[config.mk]
export PLATFORM = sky130hd
export DESIGN_NAME = pcs_fifo
export DESIGN_NICKNAME = d
export VERILOG_FILES = /design/src/rtl/assert_macros.svh /design/src/rtl/pcs_fifo.sv
export SDC_FILE = /design/constraint.sdc
export NUM_CORES = 1
export LEC_CHECK = 0
export BUFFER_PORTS_ARGS = -buffer_cell sky130_fd_sc_hd__buf_2
export CAP_MARGIN = 15
export CORE_MARGIN = 3
export CORE_UTILIZATION = 48
export DETAILED_ROUTE_END_ITERATION = 12
export PLACE_DENSITY_LB_ADDON = 0.3
export SYNTH_ARGS = -nofsm -noshare
export SYNTH_HDL_FRONTEND = slang
export SYNTH_SLANG_ARGS = --single-unit
[constraint.sdc]
create_clock -name clk -period 2.06 [get_ports clk]
set_clock_uncertainty 0.05 [all_clocks]
set_input_delay 0.412 -clock clk [delete_from_list [all_inputs] [get_ports clk]]
set_output_delay 0.412 -clock clk [all_outputs]
set_load 0.01 [all_outputs]
[src/rtl/assert_macros.svh]
// ----------------------------------------------------------------------------
// assertion macros
// shared concurrent assertion forms for the rtl
// ----------------------------------------------------------------------------
`ifndef ASSERT_MACROS_SVH
`define ASSERT_MACROS_SVH

// same-cycle implication
`define ASSERT_IMPLIES(lbl, clk, rst_n, ante, cons) \
    lbl: assert property (@(posedge clk) disable iff (!rst_n) (ante) |-> (cons)) \
        else $error("assertion failed");

// next-cycle implication
`define ASSERT_NEXT(lbl, clk, rst_n, ante, cons) \
    lbl: assert property (@(posedge clk) disable iff (!rst_n) (ante) |=> (cons)) \
        else $error("assertion failed");

`endif

[src/rtl/pcs_fifo.sv]
// ----------------------------------------------------------------------------
// pcs_fifo
// small register queue between pipeline parts
// ----------------------------------------------------------------------------
`default_nettype none

module pcs_fifo #(
    parameter int WIDTH = 8,
    parameter int DEPTH = 2
) (
    input  wire logic             clk,
    input  wire logic             rst_n,
    input  wire logic             push,
    input  wire logic [WIDTH-1:0] wdata,
    output logic                  full,
    input  wire logic             pop,
    output logic [WIDTH-1:0]      rdata,
    output logic                  empty
);

    localparam int AW = (DEPTH > 1) ? $clog2(DEPTH) : 1;

    logic [WIDTH-1:0] mem_reg [DEPTH];
    logic [AW-1:0]    wr_ptr_reg, wr_ptr_next;
    logic [AW-1:0]    rd_ptr_reg, rd_ptr_next;
    logic [AW:0]      count_reg, count_next;
    logic             do_push, do_pop;

    assign full    = (count_reg == (AW+1)'(DEPTH));
    assign empty   = (count_reg == '0);
    assign do_push = push && !full;
    assign do_pop  = pop && !empty;
    assign rdata   = mem_reg[rd_ptr_reg];

    always_comb
    begin
        wr_ptr_next = wr_ptr_reg;
        rd_ptr_next = rd_ptr_reg;
        count_next  = count_reg;
        if (do_push)
        begin
            wr_ptr_next = (wr_ptr_reg == AW'(DEPTH - 1)) ? '0 : wr_ptr_reg + 1'b1;
        end
        if (do_pop)
        begin
            rd_ptr_next = (rd_ptr_reg == AW'(DEPTH - 1)) ? '0 : rd_ptr_reg + 1'b1;
        end
        case ({do_push, do_pop})
            2'b10:   count_next = count_reg + 1'b1;
            2'b01:   count_next = count_reg - 1'b1;
            default: count_next = count_reg;
        endcase
    end

    always_ff @(posedge clk or negedge rst_n)
    begin
        if (!rst_n)
        begin
            wr_ptr_reg <= '0;
            rd_ptr_reg <= '0;
            count_reg  <= '0;
        end
        else
        begin
            wr_ptr_reg <= wr_ptr_next;
            rd_ptr_reg <= rd_ptr_next;
            count_reg  <= count_next;
        end
    end

    always_ff @(posedge clk)
    begin
        if (do_push)
        begin
            mem_reg[wr_ptr_reg] <= wdata;
        end
    end

endmodule

`default_nettype wire

# ---- Yosys cells after proc, flatten, opt, wreduce, memory -nomap -nowiden
# Memories as Yosys holds them, arrays and structs flattened.
# Cells that the tools add are included.
dict set report totals {
  mem_bits_rw 16
  wordCells 22
  ff_bits 4
  inputBits 12
  romBits 0
  latchBits 0
  mem_count 1
  output_inout_bits 10
}
dict set report classes {
  n_eq_ne 3
  reduce_logical 6
  n_div 0
  shifts 0
  n_bitwise 0
  add_sub_neg 4
  order_cmp 0
  n_mul 0
  mux 5
}
# name words width rd rd_ports_with_merged_regs wr line
set mem_list {}
lappend mem_list {mem_reg 2 8 1 0 1 pcs_fifo.sv:23} ;# logic [WIDTH-1:0] mem_reg [DEPTH];
# cell count
set op_table {}
lappend op_table {{$eq 2x2->1 const B} 2}
lappend op_table {{$mux 1} 4}
lappend op_table {{$pmux 2 s2} 1}
lappend op_table {{$add 1x1->1 const B} 2}
lappend op_table {{$add 2x1->2 const B} 1}
lappend op_table {{$eq 2x1->1 const B} 1}
lappend op_table {{$logic_and 1x1->1} 2}
lappend op_table {{$logic_not 1->1} 2}
lappend op_table {{$logic_not 2->1} 1}
lappend op_table {{$reduce_bool 2->1} 1}
lappend op_table {{$sub 2x1->2 const B} 1}

# ---- Longest topological paths before layout
# Gate-level depths: netlist of the first run.
dict set report depth {
  ltp_word 5
  mapped_depth 6
  depth_no_buf 6
}

# ---- Least setup slack after synthesis of the first run
# No wires, ideal clock.
dict set report synth_timing {
  kind {reg2reg}
  startpoint {register count_reg[0]}
  endpoint {memory mem_reg[0][0], enable pin}
  n_path_buf 0
  setup_time_ns 0.370
  slack_ns 0.639
  t_required_ns 1.640
  period_less_slack_ns 1.421
  path_stages_with_launch 4
  t_arrival_ns 1.000
  path_cell_list {dfrtp_1 nand2b_1 nand2_1 nor2_1}
}
dict set report synth_between {
  elab_chain_len 5
}
# item line
set synth_lines {}
lappend synth_lines {{from (decl)} pcs_fifo.sv:26} ;# logic [AW:0] count_reg, count_next;
lappend synth_lines {{from (signal assigned)} pcs_fifo.sv:67} ;# count_reg <= count_next;
lappend synth_lines {{$eq 2x2->1} pcs_fifo.sv:29} ;# assign full = (count_reg == (AW+1)'(DEPTH));
lappend synth_lines {{$logic_not 1->1} pcs_fifo.sv:31} ;# assign do_push = push && !full;
lappend synth_lines {{$logic_and 1x1->1} pcs_fifo.sv:31}
lappend synth_lines {{$mux 1} pcs_fifo.sv:73} ;# if (do_push)
lappend synth_lines {{$mux 1 (not written as such)} pcs_fifo.sv:75} ;# mem_reg[wr_ptr_reg] <= wdata;
lappend synth_lines {{to (decl)} pcs_fifo.sv:23}
# No other way between the ends.

# ---- Worst setup path after layout of the first run
dict set report layout_timing {
  startpoint {register rd_ptr_reg}
  endpoint {output port rdata[0]}
}
dict set report layout_between {
  elab_chain_len 1
}
# item line
set layout_lines {}
lappend layout_lines {{from (decl)} pcs_fifo.sv:25} ;# logic [AW-1:0] rd_ptr_reg, rd_ptr_next;
lappend layout_lines {{from (signal assigned)} pcs_fifo.sv:66} ;# rd_ptr_reg <= rd_ptr_next;
lappend layout_lines {{$mem_v2 2x8} n/a}
lappend layout_lines {{to (decl)} pcs_fifo.sv:17} ;# output logic [WIDTH-1:0] rdata,
# No other way between the ends.

==> results of run 1 <==
==> cells by family after synthesis <==
family	synth area share (%)
DFF	75.2
muxes	11.7
and+or+nand+nor	4.70
xor gates and xnor gates	5.67
buffers and inverters	1.13
adders and majority gates	1.62
==> metrics by stage <==
step / total power [mW] / cells / hold slack, ns
6_report: 1.25 / 84 / 0.251
3_5_place_dp: 1.09 / 79 / 0.176
3_3_place_gp: 1.07 / 79 / 0.173
4_1_cts: 1.27 / 84 / 0.244
2_1_floorplan: 0.933 / 43 / 0.0664
5_1_grt: 1.34 / 84 / 0.231
==> cells in the mapped netlist <==
| cell | count |
|---|---|
| edfxtp_1 | 16 |
| buf_2 | 1 |
| nor2_1 | 3 |
| mux2_2 | 8 |
| ha_1 | 1 |
| inv_1 | 1 |
| and3_1 | 1 |
| nor2b_2 | 1 |
| xor2_1 | 2 |
| nand2_1 | 1 |
| dfrtp_1 | 4 |
| nand2b_1 | 1 |
| xnor2_1 | 3 |
==> worst max-delay path, delay by kind of cell, from the launching register on <==
family | cells | cell delay, ns
multiplexers | 1 | 0.38
flip-flops | 1 | 0.57
buffers and inverters | 1 | 0.14
==> report_power, final <==
part / internal (mW) / total [mW] / switching [mW]
combinational: 0.224 / 0.426 / 0.202
clock: 0.0704 / 0.180 / 0.109
sequential: 0.565 / 0.643 / 0.0780
==> area by class of cell <==
cell class / instances / area, sq um
Clock buffer: 3 / 22.5
Clock inverter: 1 / 3.75
Fill cell: 100 / 464
Inverter: 1 / 3.75
Multi-Input combinational cell: 21 / 183
Sequential cell: 20 / 581
Tap cell: 15 / 18.8
Timing Repair Buffer: 23 / 123
==> routing by layer <==
layer  part of all wire [%]  wire (um)
met1                     38        451
met2                     57        675
met3                    4.2         50
met4                      0          0
met5                      0          0
==> how the worst max path moves through the flow <==
| stage | start | depth (start not counted) | slack [ns] | end |
|---|---|---|---|---|
| finish | rd_ptr_reg | 2 | 0.23 | rdata[0] |
| global route | rd_ptr_reg | 2 | 0.14 | rdata[3] |
| CTS | rd_ptr_reg | 2 | 0.19 | rdata[0] |
| detailed placement | rd_ptr_reg | 2 | 0.53 | rdata[0] |
| global placement | rd_ptr_reg | 2 | 0.55 | rdata[0] |
| floorplan | count_reg[0] | 3 | 0.64 | mem_reg[0][0] |
==> results.txt, run 1 <==
----------------------------------------------------
[Worst hold path]
  End point of the most critical hold path ... mem_reg[0][1]
  Origin of the worst min-delay path ... wdata[1]
  Class of the tightest hold or removal check ... in -> reg
  Number of cells on the worst hold path ... 1

[Routing]
  Final wirelength ... 1.18 mm
  Post-route ant nets ... 0
  Routed vias/inst ... 4.98
  Drt pass-1 iters ... 3
  Vias ... 418
  Mean routed wirelength per cell ... 14.0 um
  DRT iter0 DRCs ... 4
  Post-route DRC violation count ... 0

[CTS]
  TritonCTS clock tree ... built
  Clock latency at the later pin of the worst-skew pair ... 0.28 ns
  Number of buffers added for setup after CTS ... 0
  CTS Sinks ... 20
  Clock input transition at the sequential cells of the worst setup and hold paths ... 0.11 ns
  Number of buffers created by CTS ... 3
  CTS resizes ... 0
  Clock Root Buffer ... clkbuf_4
  CTS H-Tree Depth ... 1
  Maximum buffer depth of the clock tree ... 2
  Total of hold buffers inserted after clock tree synthesis ... 1

[Placed design]
  Placed cell areas ... 898 sq um
  Global placement routability congestion ... 0.704
  Pre-CTS worst setup slack ... 0.528 ns
  HPWL Detailed ... 902 um
  Buffers on Ports ... 21

[Timing]
  Unrepaired setup endpoints after global routing ... no
  Max Slew Vio Count ... 0
  Setup Total Neg Slack ... 0 ns
  Count of final hold-check violations ... 0
  Max Clk Rate ... 0.546 GHz
  Tmin final ... 1.83 ns
  Setup violators final ... 0
  Relative slew slack ... 73.9%
  Tcrit/Tclk final ... 89.0%
  Slew of the pin with the lowest slew margin ... 0.392 ns
  Crit path setup slack, layout ... 0.227 ns

[Pwr]
  Leakage power summed over all cells ... 0.387 nW
  Worst vdd ir ... 889 uV
  Pwr Density ... 1340 nW/um^2

[Floorplan]
  Number of rows created at floorplan ... 13
  Width of the die ... 46.1 um
  Vertical die dimension ... 46.1 um
  Die footprint ... 2130 sq um
  Initial standard-cell utilization of the core ... 55.2%
  Number of ports placed on the die boundary ... 22
  Core footprint ... 1400 sq um

[Final layout]
  Relative area change from synthesis to final layout ... 21.1%
  Flip-flop count of the largest register after layout ... 16
  Count of inserted antenna diode cells ... 0
  Most frequent cells in the layout ... 21 x buf_2, 16 x edfxtp_1, 8 x mux2_2
  Final standard cell utilization of the core ... 66.8%
  Post-layout nets ... 83
  Total non-filler cell area in the finished layout ... 935 sq um
  Most frequent standard cell in the layout excluding fill and tap cells ... buf_2
  Fraction of final layout cells with drive strength greater than 1 ... 49.3%

[Yosys]
  Number of flip-flops and latches in the synthesized netlist ... 20
  Ranking of synthesized cells by area ... edfxtp_1 62%, dfrtp_1 13%, mux2_2 12%
  Post-Synthesis Net Count ... 56
  YS warnings ... 0
  Distinct cell type count after synthesis ... 13
  Number of instances in the synthesized netlist ... 43
  Most area-hungry cell type in the Yosys netlist ... edfxtp_1
  Share of the yosys chip area belonging to registers ... 75.2%
  Combined area of all synthesized cells ... 772 sq um
  Syn avg cell area ... 18.0 sq um
  Synth top area share ... 62.2%

[Critical path]
  Largest driver fanout on the critical path ... 9
  Reg2reg path depth ... 5
  Startpoint-to-endpoint class of the critical path ... reg -> out
  Worst-path cell chain ... mux2_2 -> buf_2
  Launch instance of the worst register-to-register path ... count_reg[0]
  Cell with the biggest individual delay on the critical path ... dfrtp_1
  Nature of the critical path endpoint ... primary output
  Data arrival at the endpoint of the critical path ... 1.37 ns
  Reg-to-reg setup timing slack ... 0.61 ns
  Critical path startpoint category ... flop
  Worst flop-to-flop path endpoint ... count_reg[1]
  Delay contributed by the slowest stage of the critical path ... 0.57 ns
  Critical path data required time ... 1.60 ns

[Global routing]
  Antenna violations before repair ... 0
  Vias in the first global route ... 454
  Met2 Resource Use GR ... 25.0%
  Global-route wire length before repair ... 1.90 mm
  Met3 Use GR ... 3.52%
  GR Layer Usage met1 ... 13.4%
  Overflow left after global routing ... 0
  Pin count of the biggest net entering global routing ... 12
  Global routing's busiest layer ... met2
  Overall routing resource usage ... 13.2%

[Outcome]
  Outcome ... finished, final reports clean

[Job]
  Number of maximum-capacitance constraint violations ... 0

----------------------------------------------------
No activity file was read; power rests on OpenSTA's default activity.
==> run 2, diff against run 1 <==
Settings changed: RECOVER_POWER set to 50.
==> results.txt, run 2 (same netlist as run 1, synthesis figures left out) <==
----------------------------------------------------
[Timing]
  Tcrit/Tclk final ... 89.0%
  Slew of the pin with the lowest slew margin ... 0.448 ns
  Max Clk Rate ... 0.546 GHz
  Max Slew Vio Count ... 0
  Relative slew slack ... 70.1%
  Crit path setup slack, layout ... 0.227 ns
  Tmin final ... 1.83 ns
  Final Hold Slack ... 0.253 ns
  Setup Total Neg Slack ... 0 ns
  Setup violators final ... 0
  Unrepaired setup endpoints after global routing ... no
  Count of final hold-check violations ... 0

[Worst hold path]
  Class of the tightest hold or removal check ... in -> reg
  Origin of the worst min-delay path ... wdata[1]

[Global routing]
  Antenna violations before repair ... 0
  Overall routing resource usage ... 13.2%
  Overflow left after global routing ... 0
  Pin count of the biggest net entering global routing ... 12
  Global-route wire length before repair ... 1.90 mm
  Vias in the first global route ... 454

[Critical path]
  Cell family with the largest share of critical-path delay ... flip-flops
  Delay contributed by the slowest stage of the critical path ... 0.57 ns
  Source of the critical timing path ... rd_ptr_reg
  Launch instance of the worst register-to-register path ... count_reg[0]
  Startpoint-to-endpoint class of the critical path ... reg -> out
  Largest driver fanout on the critical path ... 9
  Worst-path cell chain ... mux2_2 -> buf_2
  Critical path data required time ... 1.60 ns
  Critical path startpoint category ... flop
  Cell with the biggest individual delay on the critical path ... dfrtp_1
  Data arrival at the endpoint of the critical path ... 1.37 ns
  Buf/Inv on CP ... 1
  Nature of the critical path endpoint ... primary output

[Final layout]
  Flip-flop count of the largest register after layout ... 16
  Most frequent standard cell in the layout excluding fill and tap cells ... buf_2
  Relative area change from synthesis to final layout ... 19.8%
  Count of inserted antenna diode cells ... 0
  Post-layout nets ... 83
  Total of fill cells in the finished design ... 103
  Fraction of final layout cells with drive strength greater than 1 ... 42.0%
  Final standard cell utilization of the core ... 66.1%
  Total non-filler cell area in the finished layout ... 925 sq um
  Most frequent cells in the layout ... 18 x buf_2, 16 x edfxtp_1, 8 x mux2_2

[CTS]
  CTS Sinks ... 20
  CTS resizes ... 0
  Number of buffers created by CTS ... 3
  Clock input transition at the sequential cells of the worst setup and hold paths ... 0.10 ns
  Maximum buffer depth of the clock tree ... 2
  Clock latency at the later pin of the worst-skew pair ... 0.29 ns
  Clock Root Buffer ... clkbuf_4
  TritonCTS clock tree ... built
  CTS H-Tree Depth ... 1
  Number of buffers added for setup after CTS ... 0

[Pwr]
  Pwr Density ... 1340 nW/um^2
  Leakage power summed over all cells ... 0.374 nW
  Worst vdd ir ... 881 uV

[Routing]
  Final wirelength ... 1.18 mm
  Mean routed wirelength per cell ... 14.1 um
  DRT iter0 DRCs ... 5
  Routed vias/inst ... 5.11
  Drt pass-1 iters ... 4
  Post-route ant nets ... 0
  Vias ... 429
  Post-route DRC violation count ... 0

[Floorplan]
  Width of the die ... 46.1 um
  Number of ports placed on the die boundary ... 22
  Core footprint ... 1400 sq um
  Die footprint ... 2130 sq um
  Number of rows created at floorplan ... 13
  Initial standard-cell utilization of the core ... 55.2%
  Vertical die dimension ... 46.1 um

[Placed design]
  HPWL Detailed ... 902 um
  Buffers on Ports ... 21
  Global placement routability congestion ... 0.704
  Placed cell areas ... 898 sq um
  Pre-CTS worst setup slack ... 0.528 ns

[Outcome]
  Outcome ... finished, final reports clean

[Job]
  Number of maximum-capacitance constraint violations ... 0

----------------------------------------------------
[run 2: cell type report]
type / count / area, sq um / share of cell area [%]
Clock buffer: 3 / 22.5 / 2.44
Multi-Input combinational cell: 21 / 180 / 19.5
Timing Repair Buffer: 23 / 115 / 12.4
Sequential cell: 20 / 581 / 62.8
Clock inverter: 1 / 3.75 / 0.406
Inverter: 1 / 3.75 / 0.406
Tap cell: 15 / 18.8 / 2.03
[run 2: per-stage QoR]
step | power (mW) | std cells
6_report | 1.24 | 84
5_1_grt | 1.33 | 84
4_1_cts | 1.27 | 84
3_5_place_dp | 1.09 | 79
3_3_place_gp | 1.07 | 79
2_1_floorplan | 0.933 | 43
[run 2: repair_timing]
| action | 4_1_cts | 5_1_grt |
|---|---|---|
| hold buffers | 1 | 0 |
| setup endpoints to repair | 0 | 0 |
| endpoints found under the hold margin | 4 | 0 |
[run 2: final timing paths]
path                                 end  slack (ns)  depth (start not counted)
min in group asynchronous   count_reg[1]        0.42                          2
max in group asynchronous     rd_ptr_reg        1.35                          2
min reg2reg                 count_reg[1]        0.45                          1
max                             rdata[0]        0.23                          2
max reg2reg                mem_reg[0][6]        0.46                          4
min                        mem_reg[0][1]        0.25                          1
[run 2: where the power goes]
| part | internal, mW | total [mW] | switching (mW) |
|---|---|---|---|
| Clock | 0.0704 | 0.179 | 0.109 |
| Combinational | 0.216 | 0.418 | 0.202 |
| Sequential | 0.565 | 0.643 | 0.0782 |
| Total | 0.851 | 1.24 | 0.389 |
[run 2: metal layers]
layer	up-vias	wire length (um)	GRT usage, %
li1	209	-	-
met1	211	452	13.4
met2	9	682	25.0
met3	0	49	3.52
met4	0	0	5.11
met5	-	0	0
==> run 3, diff against run 2 <==
Settings changed: ABC_AREA set to 1.
==> results.txt, run 3 <==
----------------------------------------------------
[Outcome]
  Outcome ... finished, final reports clean

[Timing]
  Relative slew slack ... 76.1%
  Setup Total Neg Slack ... 0 ns
  Slew of the pin with the lowest slew margin ... 0.354 ns
  Count of final hold-check violations ... 0
  Unrepaired setup endpoints after global routing ... no
  Final Hold Slack ... 0.254 ns
  Tmin final ... 1.75 ns
  Crit path setup slack, layout ... 0.308 ns
  Tcrit/Tclk final ... 85.1%
  Max Clk Rate ... 0.571 GHz
  Setup violators final ... 0
  Max Slew Vio Count ... 0

[Critical path]
  Critical path startpoint category ... flop
  Startpoint-to-endpoint class of the critical path ... reg -> out
  Cell with the biggest individual delay on the critical path ... dfrtp_1
  Launch instance of the worst register-to-register path ... count_reg[0]
  Buf/Inv on CP ... 2
  Data arrival at the endpoint of the critical path ... 1.29 ns
  Most Frequent Cell on Critical Path ... nand2_1
  Reg-to-reg setup timing slack ... 0.52 ns
  Nature of the critical path endpoint ... primary output
  Critical path data required time ... 1.60 ns
  Cell family with the largest share of critical-path delay ... flip-flops
  Delay contributed by the slowest stage of the critical path ... 0.56 ns
  Worst flop-to-flop path endpoint ... count_reg[1]
  Largest driver fanout on the critical path ... 10
  Worst-path cell chain ... inv_2 -> nand2_1 -> nand2_1 -> buf_2
  Reg2reg path depth ... 6

[Pwr]
  Combinational share of power ... 38.6%
  Pwr Density ... 1360 nW/um^2
  Switching power total ... 499 uW
  Flop pwr share ... 47.9%
  Leakage power summed over all cells ... 0.469 nW
  Internal power contribution ... 821 uW
  Clock network fraction of total power ... 13.6%
  Worst vdd ir ... 783 uV
  Proportion of total power due to net switching ... 37.8%

[Yosys]
  Number of instances in the synthesized netlist ... 74
  Combined area of all synthesized cells ... 817 sq um
  Most frequent cell after synthesis ... nand2_1
  Ranking of synthesized cells by area ... edfxtp_1 59%, nand2_1 15%, dfrtp_1 12%
  FFs w/ async S/R, synth ... 20.0%
  Syn avg cell area ... 11.0 sq um
  Most area-hungry cell type in the Yosys netlist ... edfxtp_1
  Synth top area share ... 58.8%
  YS warnings ... 0
  Post-Synthesis Net Count ... 87
  Distinct cell type count after synthesis ... 14
  Share of the yosys chip area belonging to registers ... 71.1%
  Commonest cells in the synthesized netlist ... 32 x nand2_1, 16 x edfxtp_1, 7 x inv_1
  Number of flip-flops and latches in the synthesized netlist ... 20
  Most frequently used flop master after synthesis ... edfxtp_1
  Post-synth EDFFs ... 16

[Worst hold path]
  Origin of the worst min-delay path ... wdata[5]
  Class of the tightest hold or removal check ... in -> reg
  End point of the most critical hold path ... mem_reg[0][5]
  Number of cells on the worst hold path ... 1

[Floorplan]
  Number of rows created at floorplan ... 14
  Vertical die dimension ... 47.3 um
  Initial standard-cell utilization of the core ... 52.4%
  Width of the die ... 47.3 um
  Number of ports placed on the die boundary ... 22
  Die footprint ... 2230 sq um
  Core footprint ... 1560 sq um

[Global routing]
  Pin count of the biggest net entering global routing ... 12
  Met2 Resource Use GR ... 23.5%
  Global-route wire length before repair ... 2.08 mm
  Overall routing resource usage ... 13.4%
  GR Layer Usage met1 ... 15.8%
  Global routing's busiest layer ... met2
  Overflow left after global routing ... 0
  Vias in the first global route ... 498
  Antenna violations before repair ... 0
  Met3 Use GR ... 3.83%

[Final layout]
  Post-layout nets ... 114
  Flip-flop count of the largest register after layout ... 16
  Count of inserted antenna diode cells ... 0
  Most frequent cells in the layout ... 32 x nand2_1, 17 x buf_2, 16 x edfxtp_1
  Most frequent standard cell in the layout excluding fill and tap cells ... nand2_1
  Fraction of final layout cells with drive strength greater than 1 ... 26.0%
  Relative area change from synthesis to final layout ... 18.7%

[Routing]
  Routed vias/inst ... 4.86
  Post-route ant nets ... 0
  Vias ... 564
  Drt pass-1 iters ... 4
  Post-route DRC violation count ... 0
  Final wirelength ... 1.40 mm
  Mean routed wirelength per cell ... 12.1 um
  DRT iter0 DRCs ... 13

[CTS]
  Number of buffers created by CTS ... 3
  Number of buffers added for setup after CTS ... 0
  Clock input transition at the sequential cells of the worst setup and hold paths ... 0.10 ns
  Clock latency at the later pin of the worst-skew pair ... 0.29 ns
  CTS Sinks ... 20
  Clock Root Buffer ... clkbuf_4
  TritonCTS clock tree ... built
  CTS H-Tree Depth ... 1
  Maximum buffer depth of the clock tree ... 2

[Placed design]
  Buffers on Ports ... 21
  HPWL Detailed ... 1.06 mm
  Global placement routability congestion ... 0.687
  Pre-CTS worst setup slack ... 0.591 ns

[Job]
  Number of maximum-capacitance constraint violations ... 0

----------------------------------------------------
-- run 3: cell count changes after synthesis, moves of 3 or more --
cell / before / now
mux2_2: 8 / 0
nand3_1: 0 / 3
nand2_1: 1 / 32
inv_2: 0 / 3
inv_1: 1 / 7
-- run 3: power by group through the flow --
stage	Combinational (mW)	Sequential, mW	Clock (mW)
after floorplan	0.364	0.607	0
after global placement	0.499	0.639	0
after detailed placement	0.521	0.646	0
after CTS	0.525	0.636	0.186
after global routing	0.570	0.647	0.204
final	0.509	0.632	0.179
-- run 3: worst max path at each step --
stage | startpoint | endpoint | slack (ns) | depth (start not counted)
after floorplan | count_reg[1] | mem_reg[1][0] | 0.70 | 3
after global placement | count_reg[0] | count_reg[1] | 0.65 | 9
after detailed placement | count_reg[1] | count_reg[1] | 0.59 | 9
after CTS | rd_ptr_reg | rdata[1] | 0.29 | 4
after global routing | rd_ptr_reg | rdata[1] | 0.19 | 4
final | rd_ptr_reg | rdata[1] | 0.31 | 4
-- run 3: kinds of logic (layout without fill, tap and decap cells) --
logic type / after synthesis / in the layout / synth area share [%]
buf+inv: 11 / 37 / 5.21
fa+ha+maj: 1 / 1 / 1.53
flops: 20 / 20 / 71.1
simple gates: 40 / 40 / 20.1
xor+xnor: 1 / 1 / 1.07
compound gates: 1 / 1 / 1.07
-- run 3: through the flow --
step	std cells	power, mW	utilization, %	cell area [sq um]
after floorplan	74	0.971	-	817
after global placement	111	1.14	60.6	945
after detailed placement	111	1.17	60.6	945
after CTS	116	1.35	62.9	981
after global routing	116	1.42	62.2	970
final	116	1.32	62.2	970
-- run 3: per-layer routing --
layer  up-vias  part of all wire (%)
met5         -                     0
met4         0                  0.71
met3         2                   7.5
met2        23                    49
met1       249                    42
li1        290                     -
-- run 3: timing repair --
action | in CTS | in global routing
endpoints found under the hold margin | 4 | 0
setup endpoints to repair | 0 | 0
gates resized for setup | 0 | 0
hold buffers | 1 | 0
-- run 3: layout make-up --
type / instances / area [sq um]
clock buffer: 3 / 22.5
clock inverter: 1 / 3.75
fill: 134 / 589
inverter: 10 / 37.5
multi-input combinational: 43 / 188
sequential: 20 / 581
tap: 16 / 20.0
timing repair buffer: 23 / 118
-- run 3: worst register-to-register path: stages (launching register included) --
cell     delay, ns
dfrtp_1       0.45
o21ai_0       0.34
ha_1          0.33
inv_1         0.09
nand3_1       0.07
nand2_1       0.06
nand2_1       0.05
